<file path="src/rtl/frlp_pkg.sv">
package frlp_pkg;

  // request kinds carried in tuser
  typedef enum logic [1:0] {
    REQ_CHAR  = 2'd0,
    REQ_END   = 2'd1,
    REQ_QUERY = 2'd2,
    REQ_CLEAR = 2'd3
  } req_e;

  // sticky status codes
  typedef enum logic [1:0] {
    ERR_NONE  = 2'd0,
    ERR_INT   = 2'd1,
    ERR_SEP   = 2'd2,
    ERR_RANGE = 2'd3
  } err_e;

  // parser phase
  typedef enum logic [2:0] {
    PH_START = 3'd0,
    PH_FWD   = 3'd1,
    PH_INT   = 3'd2,
    PH_RANGE = 3'd3,
    PH_ERROR = 3'd4
  } phase_e;

  // sequencer states
  typedef enum logic [4:0] {
    ST_CLR  = 5'b00001,
    ST_IDLE = 5'b00010,
    ST_MRD  = 5'b00100,
    ST_MWR  = 5'b01000,
    ST_QRD  = 5'b10000
  } state_e;

  // list characters
  localparam logic [7:0] CHAR_DASH  = 8'h2D;
  localparam logic [7:0] CHAR_COMMA = 8'h2C;
  localparam logic [7:0] CHAR_ZERO  = 8'h30;
  localparam logic [7:0] CHAR_NINE  = 8'h39;

  // bitmap word geometry
  localparam int WORD_W  = 32;
  localparam int WORD_OW = 5;

  // window of one bitmap word that a range fill touches
  typedef struct packed {
    logic               first;
    logic               last;
    logic [WORD_OW-1:0] lo_off;
    logic [WORD_OW-1:0] hi_off;
  } mark_win_t;

endpackage

</file>
<file path="src/rtl/frlp_ram.sv">
module frlp_ram #(
  parameter int WIDTH = 32,
  parameter int DEPTH = 32
) (
  input  logic                                clk_i,
  input  logic                                we_i,
  input  logic [(DEPTH>1?$clog2(DEPTH):1)-1:0] waddr_i,
  input  logic [WIDTH-1:0]                    wdata_i,
  input  logic [(DEPTH>1?$clog2(DEPTH):1)-1:0] raddr_i,
  output logic [WIDTH-1:0]                    rdata_o
);

  logic [WIDTH-1:0] mem_q [DEPTH];

  // one write port, registered read port
  always_ff @(posedge clk_i) begin
    if (we_i) begin
      mem_q[waddr_i] <= wdata_i;
    end
    rdata_o <= mem_q[raddr_i];
  end

endmodule

</file>
<file path="src/rtl/frlp_mark_unit.sv">
module frlp_mark_unit (
  input  logic [frlp_pkg::WORD_W-1:0] old_word_i,
  input  frlp_pkg::mark_win_t         win_i,
  output logic [frlp_pkg::WORD_W-1:0] new_word_o,
  output logic [frlp_pkg::WORD_OW:0]  add_cnt_o
);
  import frlp_pkg::*;

  logic [WORD_W-1:0]  lo_mask;
  logic [WORD_W-1:0]  hi_mask;
  logic [WORD_W-1:0]  mask;
  logic [WORD_W-1:0]  fresh;
  logic [WORD_OW-1:0] hi_shift;

  // bits of this word that lie inside the range
  assign hi_shift = WORD_OW'(WORD_W - 1) - win_i.hi_off;
  assign lo_mask  = win_i.first ? ({WORD_W{1'b1}} << win_i.lo_off) : {WORD_W{1'b1}};
  assign hi_mask  = win_i.last ? ({WORD_W{1'b1}} >> hi_shift) : {WORD_W{1'b1}};
  assign mask     = lo_mask & hi_mask;

  // set the bits and count the ones not set before
  assign fresh      = mask & ~old_word_i;
  assign new_word_o = old_word_i | mask;
  assign add_cnt_o  = (WORD_OW + 1)'($countones(fresh));

endmodule

</file>
<file path="src/rtl/field_range_list_parser_core.sv">
// Field list parser: takes a cut-style list (1,3-5,7- or -4) one character
// per item and keeps a bitmap of the selected fields.
// Input channel s_axis: tuser is the request kind (character, end of string,
// query, clear), tdata carries the character and the queried field number.
// Output channel m_axis: exactly one result item per input item, holding the
// sticky status, the query answer and the count of marked fields.
// Timing: a character or end of string that marks nothing, and a query
// answered by the up-to or from selections or out of range, finish in the
// accept cycle. A query of the bitmap waits for one memory read. A number
// that marks fields walks the bitmap one 32-bit word at a time through the
// read-modify-write unit, a read state and a write state per word. A clear
// request answers after the clearing sweep. After reset the bitmap is swept
// clear; no item is accepted meanwhile.
// s_axis_tready_o is high only while the sequencer is idle and the output
// register is empty or being read; a stalled receiver holds the result and
// blocks the next item.
module field_range_list_parser_core #(
  parameter int MAX_FIELDS = 1024
) (
  input  logic        clk_i,
  input  logic        rst_ni,
  input  logic        s_axis_tvalid_i,
  output logic        s_axis_tready_o,
  // [7:0] char_byte, [18:8] field_number, [23:19] zero
  input  logic [23:0] s_axis_tdata_i,
  // [1:0] req_type
  input  logic [1:0]  s_axis_tuser_i,
  output logic        m_axis_tvalid_o,
  input  logic        m_axis_tready_i,
  // [1:0] status, [2] is_selected, [13:3] fields_selected, [15:14] zero
  output logic [15:0] m_axis_tdata_o
);
  import frlp_pkg::*;

  localparam int NW    = $clog2(MAX_FIELDS + 2);
  localparam int DEPTH = (MAX_FIELDS + WORD_W - 1) / WORD_W;
  localparam int AW    = (DEPTH > 1) ? $clog2(DEPTH) : 1;
  localparam int CW    = (NW > 11) ? NW : 11;
  localparam int XW    = (CW > AW + WORD_OW) ? CW : AW + WORD_OW;
  localparam logic [NW+3:0] MAXW = (NW + 4)'(MAX_FIELDS);
  localparam logic [NW-1:0] MAXN = NW'(MAX_FIELDS);
  localparam logic [AW-1:0] LAST_WORD = AW'(DEPTH - 1);

  // input fields
  logic [1:0]  in_req;
  logic [7:0]  in_char;
  logic [10:0] in_num;
  logic        s_fire;

  assign in_req  = s_axis_tuser_i;
  assign in_char = s_axis_tdata_i[7:0];
  assign in_num  = s_axis_tdata_i[18:8];

  // control and parser state
  state_e          state_q, state_d;
  phase_e          phase_q, phase_d;
  err_e            err_q, err_d;
  logic [NW-1:0]   acc_q, acc_d;
  logic            seen_q, seen_d;
  logic [NW-1:0]   rbeg_q, rbeg_d;
  logic [NW-1:0]   upto_q, upto_d;
  logic            upto_vld_q, upto_vld_d;
  logic [NW-1:0]   from_q, from_d;
  logic            from_vld_q, from_vld_d;
  logic [NW-1:0]   cnt_q, cnt_d;
  logic [AW-1:0]   word_q, word_d;
  logic [NW-1:0]   lo0_q, lo0_d;
  logic [NW-1:0]   hi0_q, hi0_d;
  logic [WORD_OW-1:0] qbit_q, qbit_d;
  logic            clr_reply_q, clr_reply_d;

  // output register
  logic            out_vld_q;
  logic [1:0]      out_status_q;
  logic            out_sel_q;
  logic [10:0]     out_cnt_q;
  logic            out_load;
  logic [1:0]      out_status_n;
  logic            out_sel_n;
  logic [NW-1:0]   out_cnt_n;
  logic [CW-1:0]   out_cnt_ext;

  // memory and shared unit
  logic               ram_we;
  logic [AW-1:0]      ram_waddr;
  logic [WORD_W-1:0]  ram_wdata;
  logic [AW-1:0]      ram_raddr;
  logic [WORD_W-1:0]  ram_rdata;
  mark_win_t          win;
  logic [WORD_W-1:0]  unit_word;
  logic [WORD_OW:0]   unit_cnt;

  // word windows of the current fill
  logic [XW-1:0] lo0_ext, hi0_ext;
  logic [AW-1:0] hi_word;

  // query address
  logic [XW-1:0] qidx_ext;
  logic [AW-1:0] qword;

  assign s_fire = s_axis_tvalid_i & s_axis_tready_o;
  assign s_axis_tready_o = (state_q == ST_IDLE) & (~out_vld_q | m_axis_tready_i);

  assign lo0_ext  = XW'(lo0_q);
  assign hi0_ext  = XW'(hi0_q);
  assign hi_word  = hi0_ext[AW+WORD_OW-1:WORD_OW];
  assign qidx_ext = XW'(in_num) - XW'(1);
  assign qword    = qidx_ext[AW+WORD_OW-1:WORD_OW];

  assign win.first  = (word_q == lo0_ext[AW+WORD_OW-1:WORD_OW]);
  assign win.last   = (word_q == hi_word);
  assign win.lo_off = lo0_q[WORD_OW-1:0];
  assign win.hi_off = hi0_q[WORD_OW-1:0];

  frlp_mark_unit u_mark (
    .old_word_i (ram_rdata),
    .win_i      (win),
    .new_word_o (unit_word),
    .add_cnt_o  (unit_cnt)
  );

  frlp_ram #(
    .WIDTH (WORD_W),
    .DEPTH (DEPTH)
  ) u_ram (
    .clk_i   (clk_i),
    .we_i    (ram_we),
    .waddr_i (ram_waddr),
    .wdata_i (ram_wdata),
    .raddr_i (ram_raddr),
    .rdata_o (ram_rdata)
  );

  // word index of a zero-based field index
  function automatic logic [AW-1:0] lo0_word(input logic [NW-1:0] idx);
    logic [XW-1:0] ext;
    ext = XW'(idx);
    return ext[AW+WORD_OW-1:WORD_OW];
  endfunction

  // sequencer and parser next state
  always_comb begin
    logic [NW+3:0] prod;
    logic [NW-1:0] fin_v;
    logic          mark_go;
    logic [NW-1:0] mark_lo;
    logic [NW-1:0] mark_hi;
    logic          fin_ok;
    logic          qread;
    logic [CW-1:0] n_ext;

    state_d     = state_q;
    phase_d     = phase_q;
    err_d       = err_q;
    acc_d       = acc_q;
    seen_d      = seen_q;
    rbeg_d      = rbeg_q;
    upto_d      = upto_q;
    upto_vld_d  = upto_vld_q;
    from_d      = from_q;
    from_vld_d  = from_vld_q;
    cnt_d       = cnt_q;
    word_d      = word_q;
    lo0_d       = lo0_q;
    hi0_d       = hi0_q;
    qbit_d      = qbit_q;
    clr_reply_d = clr_reply_q;

    out_load     = 1'b0;
    out_status_n = err_q;
    out_sel_n    = 1'b0;
    out_cnt_n    = cnt_q;

    ram_we    = 1'b0;
    ram_waddr = word_q;
    ram_wdata = unit_word;
    ram_raddr = (state_q == ST_IDLE) ? qword : word_q;

    prod    = (NW + 4)'({acc_q, 3'b000}) + (NW + 4)'({acc_q, 1'b0})
            + (NW + 4)'(in_char[3:0] - CHAR_ZERO[3:0]);
    fin_v   = acc_q;
    fin_ok  = (fin_v != '0) && (fin_v <= MAXN);
    mark_go = 1'b0;
    mark_lo = fin_v;
    mark_hi = fin_v;
    qread   = 1'b0;
    n_ext   = CW'(in_num);

    case (state_q)
      // clearing sweep after reset or a clear request
      ST_CLR: begin
        ram_we    = 1'b1;
        ram_wdata = '0;
        word_d    = word_q + AW'(1);
        if (word_q == LAST_WORD) begin
          state_d     = ST_IDLE;
          word_d      = '0;
          clr_reply_d = 1'b0;
          if (clr_reply_q) begin
            out_load     = 1'b1;
            out_status_n = ERR_NONE;
            out_cnt_n    = '0;
          end
        end
      end

      // take one item
      ST_IDLE: begin
        if (s_fire) begin
          case (in_req)
            REQ_CHAR: begin
              if (phase_q != PH_ERROR) begin
                if (in_char inside {[CHAR_ZERO:CHAR_NINE]}) begin
                  if (phase_q == PH_START) begin
                    phase_d = PH_INT;
                  end
                  acc_d  = (prod > MAXW) ? MAXN + NW'(1) : NW'(prod);
                  seen_d = 1'b1;
                end else if (phase_q == PH_START) begin
                  if (in_char == CHAR_DASH) begin
                    rbeg_d  = NW'(1);
                    phase_d = PH_FWD;
                  end else begin
                    err_d   = ERR_INT;
                    phase_d = PH_ERROR;
                  end
                end else if (!seen_q) begin
                  err_d   = ERR_INT;
                  phase_d = PH_ERROR;
                end else begin
                  acc_d  = '0;
                  seen_d = 1'b0;
                  if (!fin_ok) begin
                    err_d   = ERR_RANGE;
                    phase_d = PH_ERROR;
                  end else begin
                    mark_go = 1'b1;
                    if (phase_q == PH_FWD) begin
                      mark_lo    = NW'(1);
                      upto_d     = fin_v;
                      upto_vld_d = 1'b1;
                    end else if (phase_q == PH_RANGE) begin
                      mark_lo = rbeg_q;
                    end
                    if (in_char == CHAR_DASH) begin
                      rbeg_d  = fin_v;
                      phase_d = PH_RANGE;
                    end else if (in_char == CHAR_COMMA) begin
                      phase_d = PH_INT;
                    end else begin
                      err_d   = ERR_SEP;
                      phase_d = PH_ERROR;
                    end
                  end
                end
              end
            end
            REQ_END: begin
              if (phase_q != PH_ERROR) begin
                acc_d  = '0;
                seen_d = 1'b0;
                if (seen_q && !fin_ok) begin
                  err_d   = ERR_RANGE;
                  phase_d = PH_ERROR;
                end else begin
                  phase_d = PH_START;
                  if (seen_q) begin
                    mark_go = 1'b1;
                    if (phase_q == PH_FWD) begin
                      mark_lo    = NW'(1);
                      upto_d     = fin_v;
                      upto_vld_d = 1'b1;
                    end else if (phase_q == PH_RANGE) begin
                      mark_lo = rbeg_q;
                    end
                  end else if (phase_q == PH_FWD || phase_q == PH_RANGE) begin
                    from_d     = (phase_q == PH_FWD) ? NW'(1) : rbeg_q;
                    from_vld_d = 1'b1;
                  end
                end
              end
            end
            REQ_QUERY: begin
              if (in_num == '0) begin
                out_sel_n = 1'b0;
              end else if (upto_vld_q && n_ext <= CW'(upto_q)) begin
                out_sel_n = 1'b1;
              end else if (from_vld_q && n_ext >= CW'(from_q)) begin
                out_sel_n = 1'b1;
              end else if (n_ext > CW'(MAX_FIELDS)) begin
                out_sel_n = 1'b0;
              end else begin
                qread  = 1'b1;
                qbit_d = qidx_ext[WORD_OW-1:0];
              end
            end
            default: begin
              // clear: back to reset state, then sweep the bitmap
              phase_d     = PH_START;
              err_d       = ERR_NONE;
              acc_d       = '0;
              seen_d      = 1'b0;
              rbeg_d      = '0;
              upto_d      = '0;
              upto_vld_d  = 1'b0;
              from_d      = '0;
              from_vld_d  = 1'b0;
              cnt_d       = '0;
              word_d      = '0;
              clr_reply_d = 1'b1;
              state_d     = ST_CLR;
            end
          endcase

          // start a fill, a bitmap read, or answer now
          if (in_req != REQ_CLEAR) begin
            if (mark_go && (mark_hi >= mark_lo)) begin
              lo0_d   = mark_lo - NW'(1);
              hi0_d   = mark_hi - NW'(1);
              state_d = ST_MRD;
            end else if (qread) begin
              state_d = ST_QRD;
            end else begin
              out_load     = 1'b1;
              out_status_n = err_d;
            end
          end
        end
      end

      // read the next bitmap word of the fill
      ST_MRD: begin
        state_d = ST_MWR;
      end

      // merge the range into the word and count new fields
      ST_MWR: begin
        ram_we = 1'b1;
        cnt_d  = cnt_q + NW'(unit_cnt);
        if (win.last) begin
          state_d   = ST_IDLE;
          out_load  = 1'b1;
          out_cnt_n = cnt_d;
        end else begin
          word_d  = word_q + AW'(1);
          state_d = ST_MRD;
        end
      end

      // bitmap word of a query is back
      ST_QRD: begin
        state_d   = ST_IDLE;
        out_load  = 1'b1;
        out_sel_n = ram_rdata[qbit_q];
      end

      default: begin
        state_d = ST_IDLE;
      end
    endcase

    // first word of a fill comes from the lower bound
    if (state_q == ST_IDLE && state_d == ST_MRD) begin
      word_d = lo0_word(lo0_d);
    end
  end

  // control registers
  always_ff @(posedge clk_i or negedge rst_ni) begin
    if (!rst_ni) begin
      state_q     <= ST_CLR;
      phase_q     <= PH_START;
      err_q       <= ERR_NONE;
      acc_q       <= '0;
      seen_q      <= 1'b0;
      rbeg_q      <= '0;
      upto_q      <= '0;
      upto_vld_q  <= 1'b0;
      from_q      <= '0;
      from_vld_q  <= 1'b0;
      cnt_q       <= '0;
      word_q      <= '0;
      clr_reply_q <= 1'b0;
      out_vld_q   <= 1'b0;
    end else begin
      state_q     <= state_d;
      phase_q     <= phase_d;
      err_q       <= err_d;
      acc_q       <= acc_d;
      seen_q      <= seen_d;
      rbeg_q      <= rbeg_d;
      upto_q      <= upto_d;
      upto_vld_q  <= upto_vld_d;
      from_q      <= from_d;
      from_vld_q  <= from_vld_d;
      cnt_q       <= cnt_d;
      word_q      <= word_d;
      clr_reply_q <= clr_reply_d;
      if (out_load) begin
        out_vld_q <= 1'b1;
      end else if (m_axis_tready_i) begin
        out_vld_q <= 1'b0;
      end
    end
  end

  // payload registers
  assign out_cnt_ext = CW'(out_cnt_n);

  always_ff @(posedge clk_i) begin
    lo0_q  <= lo0_d;
    hi0_q  <= hi0_d;
    qbit_q <= qbit_d;
    if (out_load) begin
      out_status_q <= out_status_n;
      out_sel_q    <= out_sel_n;
      out_cnt_q    <= out_cnt_ext[10:0];
    end
  end

  assign m_axis_tvalid_o = out_vld_q;
  assign m_axis_tdata_o  = {2'b00, out_cnt_q, out_sel_q, out_status_q};

endmodule

</file>
<file path="config.mk">
export PLATFORM = sky130hd
export DESIGN_NAME = field_range_list_parser_core
export DESIGN_NICKNAME = d
export VERILOG_FILES = /design/src/rtl/frlp_pkg.sv /design/src/rtl/frlp_ram.sv /design/src/rtl/frlp_mark_unit.sv /design/src/rtl/field_range_list_parser_core.sv
export SDC_FILE = /design/constraint.sdc
export NUM_CORES = 2
export LEC_CHECK = 0
export BUFFER_PORTS_ARGS = -buffer_cell sky130_fd_sc_hd__buf_2
export CELL_PAD_IN_SITES_DETAIL_PLACEMENT = 1
export CELL_PAD_IN_SITES_GLOBAL_PLACEMENT = 1
export CORE_UTILIZATION = 40
export DETAILED_ROUTE_END_ITERATION = 8
export PLACE_DENSITY = 0.75
export SLEW_MARGIN = 20
export SYNTH_ARGS = -nofsm -noshare
export SYNTH_HDL_FRONTEND = slang
export SYNTH_SLANG_ARGS = --single-unit
</file>
<file path="constraint.sdc">
create_clock -name clk_i -period 9.74 [get_ports clk_i]
set_input_delay 1.948 -clock clk_i [delete_from_list [all_inputs] [get_ports clk_i]]
set_output_delay 1.948 -clock clk_i [all_outputs]
set_load 0.01 [all_outputs]
</file>
After elaboration in Yosys (flattened, before gate mapping)
Memory sizes are Yosys's and may differ from the RTL's. A register that Yosys moved wholly into a read port is not among the register bits. Index checks and enable logic that the tools add are counted.

Memory bits (writable): 1024. Bits in latches: 0. ROM bits: 0. Flip-flop bits (word level): 114. Output and inout port bits: 18. Memories: 1.

Equal/unequal tests: 39. $mul: 0. Order comparisons: 9. Divide/modulo/power cells: 0. $add $sub $neg: 39. Muxes and demuxes: 166. Bitwise logic cells: 15. Reductions and logical operators: 33. Shifts and indexed selects: 2.

Memory list: u_ram.mem_q (depth 32, bits a word 32, read ports 1, clocked after memory_dff 1, write ports 1, RTL line frlp_ram.sv:13) `logic [WIDTH-1:0] mem_q [DEPTH];`.

Operators with widths (count): $mux 11 (44); $pmux 11 s2 (5); $mux 32 (3); $add 6x6->6 (15); $pmux 11 s3 (2); $and 32x32->32 (2); $mux 5 (12); $mux 1 (55); $mux 10 (4); $mux 3 (12); $add 1x1->2 (16); $mux 2 (16); $not 32->32 (1); $or 32x32->32 (1); $shl 32x5->32 const A (1); $shr 32x5->32 const A (1); $ne 2x2->1 const B (15); $sub 10x1->10 const B (3); $ge 11x11->1 (2); $ne 3x3->1 const B (7); $reduce_and 7->1 (3); $pmux 5 s4 (1); $eq 8x6->1 const B (2); $add 14x12->15 (1); other kinds (50) (79).

Logic depth before layout (Yosys ltp)
Depth in word-level cells: 21. Gate-level depth with buffers: 35. Gate-level depth less buffers: 32.

Modules after synthesis
From an unflattened synthesis, not the netlist that was laid out.

Cell total of the unflattened synthesis: 3414. Area, all modules: 50662.3 um2.

By module, submodules not included: frlp_ram (times used 1, seq. area each 31390.1 um2, area each 40485.1 um2, cells each 2260); field_range_list_parser_core (times used 1, seq. area each 2999.1 um2, area each 8147.8 um2, cells each 881); frlp_mark_unit (times used 1, seq. area each 0.0 um2, area each 2029.4 um2, cells each 273).

Least setup slack after synthesis
OpenSTA, ideal clock, no wires.

Path kind: register -> register. From: register word_q[1] (netlist: ram_waddr[1]). To: register out_cnt_q[10] (data pin). Slack: 2.420 ns. Library setup time: 0.266 ns. Arrival: 7.054 ns. Cell stages (with the launch flop): 32. Path through: dfrtp_1 > clkbuf_1 > xnor2_1 > nand3_1 > nor3_1 > clkbuf_1 > inv_1 > nor2_1 > o21ai_0 > nand2_1 > nor2_1 > ha_1 > fa_1 > inv_1 > fa_1 > inv_1 > fa_1 > fa_1 > fa_1 > ha_1 > fa_1 > ha_1 > nor2b_1 > o21ai_0 > a21boi_0 > o21ai_0 > nand2b_1 > and3_1 > clkbuf_1 > a41oi_1 > o21ai_0 > o31ai_1.

Cells in the longest elaborated chain, start to end: 12. Elaborated cells on any way between the ends: 42. Those cells by class: 32 x add/sub; 3 x eq/ne; 5 x mux; 2 x bitwise.

Ends and longest elaborated chain: start: declaration (RTL line field_range_list_parser_core.sv:66) `logic [AW-1:0] word_q, word_d;`; start signal: assignment (RTL line field_range_list_parser_core.sv:397) `word_q <= word_d;`; $eq 5x5->1, on equally long branches (RTL line field_range_list_parser_core.sv:110, field_range_list_parser_core.sv:111); $mux 32, on equally long branches (RTL line frlp_mark_unit.sv:17, frlp_mark_unit.sv:18); $and 32x32->32 (RTL line frlp_mark_unit.sv:19) `assign mask = lo_mask & hi_mask;`; $and 32x32->32 (RTL line frlp_mark_unit.sv:22) `assign fresh = mask & ~old_word_i;`; $add 1x1->2 (not written as such) (RTL line frlp_mark_unit.sv:24) `assign add_cnt_o = (WORD_OW + 1)'($countones(fresh));`; $add 6x6->6 (not written as such) (4 in series) (RTL line frlp_mark_unit.sv:24); $add 11x6->11 (RTL line field_range_list_parser_core.sv:339) `cnt_d = cnt_q + NW'(unit_cnt);`; $mux 11 (RTL line field_range_list_parser_core.sv:340) `if (win.last) begin`; $pmux 11 s2 * (RTL line field_range_list_parser_core.sv:189) `case (state_q)`; named net out_cnt_ext[10] (RTL line field_range_list_parser_core.sv:81) `logic [CW-1:0] out_cnt_ext;`; end signal: assignment (RTL line field_range_list_parser_core.sv:417) `out_cnt_q <= out_cnt_ext[10:0];`; end: declaration (RTL line field_range_list_parser_core.sv:76) `logic [10:0] out_cnt_q;`.

Mark *: on every way through the listed nets, which the timed path passes. The rest lies on a longest branch. A chain may end at the register's enable or synchronous reset.

Worst setup path after layout
From: register word_q[4] (netlist: ram_waddr[4]). To: register out_cnt_q[10] (data pin).

The elaborated chain is that of the path after synthesis.

==> impl_metrics.json <==
{
  "finalCritPeriodShare_pct": 84.95,
  "async_flop_share_pct": 6.410,
  "clk_pin_slew_worst_paths_ns": 0.06,
  "cts_root_buffer": "clkbuf_16",
  "cts_resized": 0,
  "hold_viol_final": 0,
  "h-tree-depth": 3,
  "syn_area_mm2": 0.05068,
  "endpoint_kind": "flop",
  "die_w_um": 357.9,
  "cp_max_fo": 19,
  "rows": 130,
  "dpl_worst_slack_ns": 1.572,
  "holdWs_ns": 0.4575,
  "track_usage_pct": 24.19,
  "status": "complete, no violations",
  "yosysMostFrequentCell": "nand2_1",
  "drc": 0,
  "multi_input_area_mm2": 0.01510,
  "insertion_delay_ns": 0.74,
  "start_util_pct": 40.36,
  "hold_buffers": 0,
  "crit_path_max_incr_delay_ns": 0.68,
  "cts_sinks": 1170,
  "final_layout_size_suffix_gt1_share_pct": 9.454,
  "holdPathStages": 2,
  "grt_pass1_wl_um": 231000,
  "routedWlPerCell_um": 26.41,
  "ys_seq_elements": 1170,
  "slew_violations": 0,
  "syn_to_final_growth_pct": 12.47,
  "critPathKind": "reg -> reg",
  "antenna_found_initial": 1,
  "worst_clock_skew_ns": 0.03293,
  "synth_top_area_share_pct": 62.69,
  "ir_drop_mv": 0.8139,
  "synthFlopType": "edfxtp_1",
  "yosys.area.top_type": "edfxtp_1",
  "die_h_um": 357.9,
  "core_area_mm2": 0.1256,
  "num_antenna_cells": 0,
  "ant_nets": 0,
  "hold_class": "reg -> reg",
  "yosysWarnings": 0,
  "timing.setup.tns_ns": 0,
  "synth_cells": 4194,
  "slew-limit-headroom_pct": 27.84,
  "vias": 34800,
  "die-area_mm2": 0.1281,
  "setup_viol": 0,
  "powerDensity_mw_per_mm2": 364.2,
  "placed_area_mm2": 0.05298,
  "cp_common_cell": "fa_1",
  "crit_path_start_kind": "flop",
  "final_critical_path_setup_slack_ns": 1.466,
  "grt_pass1_vias": 36550,
  "fin_nets": 4338,
  "syn_avg_cell_area_um2": 12.08,
  "port_buffers": 40,
  "r2r_cells": 30,
  "fin_crit_ns": 8.274,
  "cts_setup_buffers": 0,
  "tritoncts": "done",
  "drv_cap": 0,
  "arrival_ns": 8.71,
  "regArea_mm2": 0.03439,
  "p_leak_nw": 20.43,
  "drtPass1Iterations": 6,
  "viasPerCell": 5.864,
  "ioPinCount": 48,
  "synth.area.top_cells": "edfxtp_1, nand2_1, dfrtp_1",
  "gp_congestion": 0.9412,
  "routed_wl_um": 156700,
  "rsz0062_at_grt": "no",
  "required_ns": 10.18,
  "worst_pin_slew_ns": 1.078,
  "post-route-cell-area_mm2": 0.05700,
  "crit_slowest_cell": "dfrtp_1",
  "yosysSeqAreaShare_pct": 67.86,
  "n_fill_cell": 12890,
  "grt_overflow": 0,
  "drt_iter0_drc": 3631,
  "cts_buffers": 117,
  "clk_path_buf_depth": 3,
  "fmax_ghz": 0.1209,
  "synth_cell_types": 81,
  "dp.final_hpwl_um": 88400,
  "grt_start_max_net_pins": 179,
  "synthTopCellsByCount": "nand2_1, edfxtp_1, a31oi_1, and3_1, clkbuf_1",
  "synth_edf_count": 1058
}
[logic make-up after synthesis]
group	share of synthesized area, %
flops	67.86
other cells	0.007400
mux	0.7110
simple gates	15.42
compound gates	8.589
xor+xnor	0.7258
fa+ha+maj	3.516
buf+inv	3.170
[state kept, by name, summed over array words and instances (netlist names), 3 cells and up]
register       cells
qbit_q             5
state_q            5
out_cnt_q         11
lo0_ext           10
phase_q            3
from_q            11
acc_q             11
cnt_q             11
ram_waddr          5
upto_q            11
u_ram.mem_q     1024
hi0_ext           10
u_ram.rdata_o     32
rbeg_q            11
[final cells by class]
| cell class | instances | area share (%) |
|---|---|---|
| Clock buffer | 154 | 5.648 |
| Clock inverter | 66 | 1.333 |
| Inverter | 131 | 0.8627 |
| Multi-Input combinational cell | 2635 | 26.50 |
| Sequential cell | 1170 | 60.34 |
| Tap cell | 1650 | 3.622 |
| Timing Repair Buffer | 128 | 1.697 |
[path summary, 6_finish.rpt]
check | from | endpoint | slack (ns)
setup / recovery | ram_waddr[4] | out_cnt_q[10] | 1.47
hold / removal | lo0_ext[6] | lo0_ext[6] | 0.46
setup reg to reg | ram_waddr[4] | out_cnt_q[10] | 1.47
hold reg to reg | lo0_ext[6] | lo0_ext[6] | 0.46
max in group asynchronous | rst_ni | m_axis_tvalid_o | 7.95
min in group asynchronous | rst_ni | phase_q[2] | 1.25
[layout by cell type, fill, tap and decap left out, types with 84 or more instances in the layout]
cell	count
ha_1	96
o22ai_1	125
inv_1	131
and3_1	241
edfxtp_1	1058
nand2_1	1136
clkbuf_16	119
o21ai_0	84
a31oi_1	245
nor2_1	106
[stage by stage]
stage               instances  total power [mW]  utilization [%]
detailed placement       5714             16.16            42.19
CTS                      5934             20.84            45.36
global placement         5714             15.68            42.17
floorplan                4195             13.13                -
global route             5934             22.00            45.39
finish                   5934             20.76            45.39
[per-layer routing]
metal | routed length [µm] | track usage, % | up-vias
met1 | 63290 | 30.89 | 17920
met4 | 6178 | 9.966 | 0
met3 | 9587 | 3.023 | 334
li1 | - | - | 15220
met2 | 77660 | 41.58 | 1327
met5 | 0 | 0 | -
[power by group]
| group | internal, mW | total [mW] | switching, mW |
|---|---|---|---|
| clock network | 2.70 | 4.68 | 1.98 |
| registers | 5.98 | 6.16 | 0.173 |
| logic | 3.71 | 9.92 | 6.21 |
[worst max-delay path: cells and delay by family, from the launching register on]
family	cells	cell delay, ns
xor+xnor	1	0.19
buf+inv	5	0.51
fa+ha+maj	9	3.65
flops	1	0.68
compound gates	8	1.37
simple gates	7	1.60
Note: power is estimated with default switching activity, not from simulation.
